## config.mk

```make
export PLATFORM = sky130hd
export DESIGN_NAME = lzd_ctrl
export DESIGN_NICKNAME = d
export VERILOG_FILES = /design/src/rtl/core/lzd_pkg.sv /design/src/rtl/core/lzd_ctrl.sv
export SDC_FILE = /design/constraint.sdc
export NUM_CORES = 1
export LEC_CHECK = 0
export BUFFER_PORTS_ARGS = -buffer_cell sky130_fd_sc_hd__buf_2
export CAP_MARGIN = 30
export CORE_MARGIN = 3
export CORE_UTILIZATION = 39
export DETAILED_ROUTE_END_ITERATION = 10
export GPL_TIMING_DRIVEN = 0
export PLACE_DENSITY_LB_ADDON = 0.25
export SLEW_MARGIN = 20
export SYNTH_ARGS = -nofsm -noshare
export SYNTH_HDL_FRONTEND = slang
export SYNTH_SLANG_ARGS = --single-unit
```

## constraint.sdc

```tcl
create_clock -name clk -period 2.41 [get_ports clk]
set_clock_uncertainty 0.1 [all_clocks]
set_input_delay 0.6025 -clock clk [delete_from_list [all_inputs] [get_ports clk]]
set_output_delay 0.6025 -clock clk [all_outputs]
set_load 0.005 [all_outputs]
```

## src/rtl/core/lzd_pkg.sv

```systemverilog
// ----------------------------------------------------------------------------
// lzd_pkg
// Shared types and constants of the LZSS decompressor: history geometry and
// the command and status bundles between controller and datapath.
// ----------------------------------------------------------------------------
package lzd_pkg;

  localparam int HIST_DEPTH = 4096;
  localparam int HIST_AW    = 12;
  localparam int CFG_W      = 24;
  localparam int LEN_W      = 5;

  // controller to datapath, one cycle each
  typedef struct packed {
    logic               clr_count;  // restart the produced-byte count
    logic               emit;       // write one byte to history and the output word
    logic               emit_mem;   // emitted byte comes from the history read
    logic               run_last;   // emitted byte closes the input word's run
    logic               rd_start;   // first history read of a copy
    logic               rd_next;    // following history read of a copy
    logic [HIST_AW-1:0] field;      // token offset field
    logic [7:0]         lit_byte;   // literal byte
  } cmd_t;

  // datapath to controller
  typedef struct packed {
    logic len_zero;    // configured length is zero
    logic cnt_at_end;  // produced count has reached the length
    logic next_done;   // one more byte reaches the length
    logic slot_free;   // output register can take a byte this cycle
  } sts_t;

endpackage

```

## src/rtl/core/lzd_ctrl.sv

```systemverilog
// ----------------------------------------------------------------------------
// lzd_ctrl
// Decode controller: walks flag bits, collects token bytes and sequences
// the byte copies out of the history, one emitted byte per cycle while the output register has room.
// ----------------------------------------------------------------------------
module lzd_ctrl (
  input  logic          clk,
  input  logic          rst_n,
  input  logic          in_tvalid,
  output logic          in_tready,
  input  logic [7:0]    in_byte,
  input  logic          in_start,
  input  lzd_pkg::sts_t sts,
  output lzd_pkg::cmd_t cmd
);
  import lzd_pkg::*;

  typedef enum logic {
    ST_IDLE,
    ST_COPY
  } state_t;

  typedef enum logic [1:0] {
    PH_FLAG,
    PH_DATA,
    PH_HIGH
  } phase_t;

  state_t             state_r, state_nxt;
  phase_t             phase_r, phase_nxt;
  phase_t             ph;
  logic [7:0]         flag_bits_r, flag_bits_nxt;
  logic [2:0]         flag_idx_r, flag_idx_nxt;
  logic [2:0]         flag_idx_inc;
  logic [7:0]         token_low_r, token_low_nxt;
  logic               finished_r, finished_nxt;
  logic [LEN_W-1:0]   emit_cnt_r, emit_cnt_nxt;
  logic [LEN_W-1:0]   len_m1_r, len_m1_nxt;
  logic               stop;

  assign in_tready    = (state_r == ST_IDLE) && sts.slot_free;
  assign flag_idx_inc = flag_idx_r + 3'd1;

  // next state and commands
  always_comb begin
    state_nxt     = state_r;
    phase_nxt     = phase_r;
    flag_bits_nxt = flag_bits_r;
    flag_idx_nxt  = flag_idx_r;
    token_low_nxt = token_low_r;
    finished_nxt  = finished_r;
    emit_cnt_nxt  = emit_cnt_r;
    len_m1_nxt    = len_m1_r;
    ph            = in_start ? PH_FLAG : phase_r;
    stop          = 1'b0;
    cmd           = '0;
    cmd.lit_byte  = in_byte;
    cmd.field     = {in_byte[3:0], token_low_r};

    case (state_r)
      ST_IDLE: begin
        if (in_tvalid && in_tready) begin
          // a new stream restarts decoding at a flag word
          if (in_start) begin
            cmd.clr_count = 1'b1;
            phase_nxt     = PH_FLAG;
            flag_idx_nxt  = '0;
            finished_nxt  = 1'b0;
          end
          if ((!in_start && finished_r) ||
              (in_start ? sts.len_zero : sts.cnt_at_end)) begin
            // drop words past the end of the stream
            finished_nxt = 1'b1;
          end else begin
            case (ph)
              PH_DATA: begin
                if (flag_bits_r[flag_idx_r]) begin
                  // literal goes straight out
                  cmd.emit     = 1'b1;
                  cmd.run_last = 1'b1;
                  if (sts.next_done) begin
                    finished_nxt = 1'b1;
                  end
                  flag_idx_nxt = flag_idx_inc;
                  phase_nxt    = (flag_idx_inc == 3'd0) ? PH_FLAG : PH_DATA;
                end else begin
                  token_low_nxt = in_byte;
                  phase_nxt     = PH_HIGH;
                end
              end
              PH_HIGH: begin
                // issue the first history read and enter the copy
                cmd.rd_start = 1'b1;
                len_m1_nxt   = {1'b0, in_byte[7:4]} + LEN_W'(2);
                emit_cnt_nxt = '0;
                state_nxt    = ST_COPY;
              end
              default: begin
                flag_bits_nxt = in_byte;
                flag_idx_nxt  = '0;
                phase_nxt     = PH_DATA;
              end
            endcase
          end
        end
      end
      ST_COPY: begin
        // emit one copied byte per free output slot, read the next one
        if (sts.slot_free) begin
          stop         = (emit_cnt_r == len_m1_r) || sts.next_done;
          cmd.emit     = 1'b1;
          cmd.emit_mem = 1'b1;
          cmd.run_last = stop;
          emit_cnt_nxt = emit_cnt_r + LEN_W'(1);
          if (stop) begin
            state_nxt    = ST_IDLE;
            if (sts.next_done) begin
              finished_nxt = 1'b1;
            end
            flag_idx_nxt = flag_idx_inc;
            phase_nxt    = (flag_idx_inc == 3'd0) ? PH_FLAG : PH_DATA;
          end else begin
            cmd.rd_next = 1'b1;
          end
        end
      end
      default: begin
        state_nxt = ST_IDLE;
      end
    endcase
  end

  // hold state and decode registers
  always_ff @(posedge clk) begin
    if (!rst_n) begin
      state_r     <= ST_IDLE;
      phase_r     <= PH_FLAG;
      flag_bits_r <= '0;
      flag_idx_r  <= '0;
      token_low_r <= '0;
      finished_r  <= 1'b0;
      emit_cnt_r  <= '0;
      len_m1_r    <= '0;
    end else begin
      state_r     <= state_nxt;
      phase_r     <= phase_nxt;
      flag_bits_r <= flag_bits_nxt;
      flag_idx_r  <= flag_idx_nxt;
      token_low_r <= token_low_nxt;
      finished_r  <= finished_nxt;
      emit_cnt_r  <= emit_cnt_nxt;
      len_m1_r    <= len_m1_nxt;
    end
  end

endmodule

```

==> results of run 1 <==
## cell type report
type                       count  area, µm²  share of cell area (%)
timing repair buffer          44      227.7                   9.790
sequential                    33      661.9                   28.46
clock buffer                   6      82.58                   3.550
inverter                       9      36.28                   1.560
tap                           52      65.06                   2.797
buffer                        20      141.4                   6.079
multi-input combinational    151       1074                   46.15
clock inverter                 2      37.54                   1.614
## stage by stage
step / cells / setup slack (ns) / hold WS, ns
detailed placement: 306 / -0.1215 / 0.3460
CTS: 316 / 0.004176 / 0.3563
global placement: 306 / -0.1261 / 0.3404
floorplan: 213 / 0.2642 / 0.3344
finish: 317 / 0.09047 / 0.3534
global route: 317 / 0.01098 / 0.3786
## kinds of logic after synthesis
| group | Yosys count | share of synthesized area (%) |
|---|---|---|
| simple gates | 82 | 23.09 |
| compound gates | 40 | 16.67 |
| flops | 33 | 35.34 |
| buf+inv | 29 | 9.169 |
| mux | 13 | 7.028 |
| xor+xnor | 10 | 4.686 |
| fa+ha+maj | 6 | 4.016 |
## synth_stat cells, drive strengths merged
library cell and instances:
and4b 1, nand3b 2, a21boi 12, nor2 9, and2 1, and3 1, o21a 2, nand2 35
nand3 13, o21bai 1, dfxtp 33, and2b 2, nor2b 10, mux2i 12, nand4 4, mux2 1
o21ai 9, inv 9, o31a 1, a31oi 1, ha 6, o2111ai 1, buf 16, o31ai 3
and3b 1, xnor2 7, o22ai 2, o211a 2, clkbuf 4, nand2b 2, nor3 1, xor2 3
a22oi 1, a21oi 5
## where the power goes
| group | switching, mW | internal, mW | total [mW] |
|---|---|---|---|
| Sequential | 0.00531 | 0.552 | 0.558 |
| Clock | 0.216 | 0.336 | 0.552 |
| Combinational | 0.0651 | 0.0601 | 0.125 |
| Total | 0.286 | 0.949 | 1.23 |
## per-layer routing
layer / part of all wire (%) / GRT usage (%) / vias to the layer above
met4: 0.95 / 4.660 / 0
met3: 4.0 / 3.204 / 6
met1: 44 / 19.46 / 736
met2: 51 / 25.53 / 26
li1: - / - / 813
met5: 0 / 0 / -
## what timing repair did
| item | CTS | global route |
|---|---|---|
| setup buffers | 2 | 1 |
| setup endpoints to repair | 3 | 3 |
| pin swaps | 2 | 1 |
| resized for setup | 3 | 9 |
## worst paths after layout
path	from	to	slack [ns]	cells past startpoint
worst min register to register	flag_bits_r[0]$_SDFFE_PN0P_	flag_bits_r[0]$_SDFFE_PN0P_	0.35	2
worst min-delay path	flag_bits_r[0]$_SDFFE_PN0P_	flag_bits_r[0]$_SDFFE_PN0P_	0.35	2
worst max register to register	phase_r[1]$_SDFFE_PN0P_	phase_r[0]$_SDFFE_PN0P_	0.46	8
worst max-delay path	in_start	cmd[21]	0.09	7
## flip-flops by register name, indices dropped and copies added, names as in the netlist
signal,cells
finished_r,1
len_m1_r,5
emit_cnt_r,5
phase_r,2
state_r,1
flag_bits_r,8
flag_idx_r,3
token_low_r,8
## tightest hold or removal path, stage by stage, from the launching register on
cell and delay [ns]:
dfxtp_1 0.31, nand2_1 0.05, a21boi_1 0.05
==> results.json, run 1 <==
{
  "crit_buf_inv": 4,
  "avgViaCountPerCell": 4.987,
  "design.die.area_um2": 5660,
  "nNetsFinal": 286,
  "initial_utilization_pct": 41.50,
  "antennaDiodeCount": 0,
  "synth_area_leaders": "dfxtp_1, nand2_1, mux2i_1, buf_4, a21boi_0",
  "fmax_mhz": 431.1,
  "path_class": "in -> out",
  "maxSlewHeadroom_pct": 69.78,
  "setup_viol": 0,
  "fill_cells": 459,
  "grt_pass1_vias": 1451,
  "drt-initial-drc-count": 68,
  "crit_family": "buffers and inverters",
  "first_pass_iters": 4,
  "drive_gt1_share_pct": 34.34,
  "ys_types": 49,
  "worstMarginPinSlew_ns": 0.4532,
  "layout_common_cells": "buf_2, nand2_1, dfxtp_1",
  "power_mw": 1.235,
  "cts_hold_buf": 0,
  "p_per_area_nw_per_um2": 530.9,
  "core_area_um2": 4504,
  "root_buffer": "clkbuf_8",
  "yosysSeqAreaShare_pct": 35.34,
  "syn-mean-instance-area_um2": 8.776,
  "grt_use_total_pct": 15.16,
  "synthToLayoutAreaGrowth_pct": 24.43,
  "cts_tree": "done",
  "wl_mm": 4.109,
  "synth_top_area_share_pct": 35.34,
  "crit_path_end_kind": "primary output",
  "cpMostUsedCell": "buf_2",
  "die_h_um": 75.23,
  "clock_latency_ns": 0.29,
  "grt_setup_unrepaired": "no",
  "yosysWarnings": 0,
  "cp.required_ns": 1.71,
  "grt_max_degree": 12,
  "gr-total-overflow": 0,
  "htree_levels": 2,
  "critPathMaxStageDelay_ns": 0.21,
  "remaining_drc_errors": 0,
  "final_antenna_net_count": 0,
  "crit_fanout": 9,
  "synth_area_leader_cell": "dfxtp_1",
  "max_cap_viol_count": 0,
  "min_path_type": "reg -> reg",
  "pin_count": 43,
  "status": "completed",
  "die-width_um": 75.23,
  "synth_nets": 235,
  "hold_violations": 0,
  "vias": 1581,
  "synth_area_um2": 1869,
  "ys_seq_elements": 33,
  "port_buffers": 41,
  "cts.sinks": 33,
  "cts_buffer_depth": 2,
  "final_area_um2": 2326,
  "clk_pin_slew_worst_paths_ns": 0.07,
  "placement_rows": 24,
  "grt_pass1_wl_mm": 6.513,
  "final_common_cell": "buf_2",
  "postLayoutCoreUtil_pct": 51.64,
  "dpl.hpwl_mm": 3.015,
  "period_needed_ns": 2.320,
  "peakVddDrop_v": 0.0003205,
  "cpMaxStageDelayCell": "ha_2",
  "slew_violations": 0,
  "gp_congestion": 0.8442,
  "setup_tns_ns": 0,
  "grt_antenna_before_repair": 0,
  "cellLeakagePower_nw": 1.087,
  "synthesis.instances": 213,
  "crit_chain": "buf_2, nand2b_1, inv_1, ha_2, o2111ai_4, inv_4, buf_2",
  "drt-wirelength-per-cell_um": 12.96,
  "period_share_pct": 96.25,
  "start_kind": "primary input",
  "place_area_um2": 2140,
  "critical_path_arrival_ns": 1.62,
  "cts_buffers": 5
}
No activity file was read; power rests on OpenSTA's default activity.
==> inputs of run 2 (changes only) <==
==> constraint.sdc (replaced) <==
create_clock -name clk -period 2.41 [get_ports clk]
set_clock_uncertainty 0.1 [all_clocks]
set_input_delay 0.241 -clock clk [delete_from_list [all_inputs] [get_ports clk]]
set_output_delay 0.241 -clock clk [all_outputs]
set_load 0.005 [all_outputs]
==> run 2 against run 1 <==
Flip-flop and latch count unchanged. Register-to-register slack better by 0.07 ns. Hold slack worse by 0.23 ns. Non-clock buffer count down 3. Critical endpoint is now cmd[22]. Largest cell class unchanged. Largest power group unchanged.
==> results.json, run 2 (synthesized netlist as in run 1, its figures left out) <==
{
  "p_per_area_nw_per_um2": 539.5,
  "maxSlewHeadroom_pct": 70.05,
  "design.die.area_um2": 5660,
  "clock_latency_ns": 0.28,
  "core_area_um2": 4504,
  "reg.largest.list": "flag_bits_r (8), token_low_r (8)",
  "gr-total-overflow": 0,
  "initial_utilization_pct": 41.50,
  "gp_congestion": 0.8442,
  "peakVddDrop_v": 0.0003141,
  "grt_pass1_vias": 1423,
  "synthToLayoutAreaGrowth_pct": 20.88,
  "path_class": "reg -> out",
  "postLayoutCoreUtil_pct": 50.17,
  "cp-startpoint": "finished_r$_SDFFE_PN0P_",
  "htree_levels": 2,
  "reg2reg_depth": 7,
  "final_common_cell": "buf_2",
  "layout_common_cells": "buf_2, nand2_1, dfxtp_1",
  "status": "completed",
  "avgViaCountPerCell": 4.898,
  "drive_gt1_share_pct": 30.92,
  "grt_max_degree": 12,
  "pin_count": 43,
  "die_h_um": 75.23,
  "worstMarginPinSlew_ns": 0.4492,
  "placement_rows": 24,
  "slew_violations": 0,
  "setup_viol": 0,
  "first_pass_iters": 4,
  "hold_violations": 0,
  "r2r_slack_ns": 0.53,
  "grt_setup_unrepaired": "no",
  "crit_end": "cmd[22]",
  "grt_use_total_pct": 14.99,
  "clk_pin_slew_worst_paths_ns": 0.07,
  "drt-initial-drc-count": 54,
  "crit_fanout": 10,
  "vias": 1538,
  "period_needed_ns": 2.073,
  "antennaDiodeCount": 0,
  "grt_pass1_wl_mm": 6.430,
  "cellLeakagePower_nw": 1.070,
  "port_buffers": 41,
  "crit_path_end_kind": "primary output",
  "max_cap_viol_count": 0,
  "nNetsFinal": 283,
  "cts_buffer_depth": 2,
  "whs_ns": 0.1251,
  "drt-wirelength-per-cell_um": 12.60,
  "final_antenna_net_count": 0,
  "cp.required_ns": 2.07,
  "remaining_drc_errors": 0,
  "root_buffer": "clkbuf_8",
  "grt_antenna_before_repair": 0,
  "fmax_mhz": 482.4,
  "setup_tns_ns": 0,
  "cts_buffers": 5,
  "r2r-end": "flag_bits_r[1]$_SDFFE_PN0P_",
  "dpl.hpwl_mm": 3.015,
  "wl_mm": 3.956,
  "die-width_um": 75.23,
  "cts_setup_buffers": 0,
  "cts_resized": 0,
  "start_kind": "register",
  "cts_tree": "done",
  "cts_hold_buf": 0,
  "min_path_type": "in -> reg",
  "fill_cells": 463,
  "cts.sinks": 33,
  "critical_path_arrival_ns": 1.73,
  "r2r-start": "phase_r[1]$_SDFFE_PN0P_",
  "period_share_pct": 86.01
}
## run 2: critical path: stages (launching register included)
cell	delay, ns
dfxtp_1	0.35
nor3_2	0.39
nor2_4	0.08
nor2_2	0.18
buf_4	0.20
nand2_1	0.09
nand2_1	0.06
buf_2	0.10
## run 2: final cells by class
type	count	area, µm²	area share [%]
clock buffers	6	82.58	3.654
plain buffers	20	137.6	6.091
repair buffers	41	205.2	9.081
inverters	9	33.78	1.495
well taps	52	65.06	2.879
flip-flops and latches	33	660.6	29.24
multi-input cells	151	1037	45.90
clock inverters	2	37.54	1.661
## run 2: how the worst min path moves through the flow
stage / cells after the start / start / end / slack [ns]
final: 3 / sts[1] / finished_r$_SDFFE_PN0P_ / 0.13
after floorplan: 2 / sts[1] / finished_r$_SDFFE_PN0P_ / 0.28
after global routing: 3 / in_byte[2] / flag_bits_r[2]$_SDFFE_PN0P_ / 0.15
after global placement: 2 / flag_bits_r[0]$_SDFFE_PN0P_ / flag_bits_r[0]$_SDFFE_PN0P_ / 0.34
after detailed placement: 2 / flag_bits_r[0]$_SDFFE_PN0P_ / flag_bits_r[0]$_SDFFE_PN0P_ / 0.35
after CTS: 3 / sts[1] / finished_r$_SDFFE_PN0P_ / 0.11
## run 2: power by group
| group | switching (mW) | internal, mW | total, mW |
|---|---|---|---|
| registers | 0.00436 | 0.552 | 0.557 |
| logic | 0.0611 | 0.0559 | 0.117 |
| clock network | 0.209 | 0.336 | 0.545 |
| total | 0.275 | 0.945 | 1.22 |
## run 2: metrics by stage
step	setup WS, ns	power [mW]	std cells	instance area, µm²
6_report	0.3372	1.219	314	2260
5_1_grt	0.1688	1.272	314	2260
4_1_cts	0.3166	1.237	314	2260
3_5_place_dp	0.3821	0.6877	306	2140
3_3_place_gp	0.3694	0.6865	306	2140
2_1_floorplan	0.7936	0.6394	213	1869
## run 2: layer usage
metal | vias up | GRT usage [%] | routed length [µm]
li1 | 805 | - | -
met3 | 5 | 3.204 | 112
met2 | 17 | 25.05 | 2018
met1 | 711 | 19.36 | 1792
met4 | 0 | 4.660 | 32
met5 | - | 0 | 0
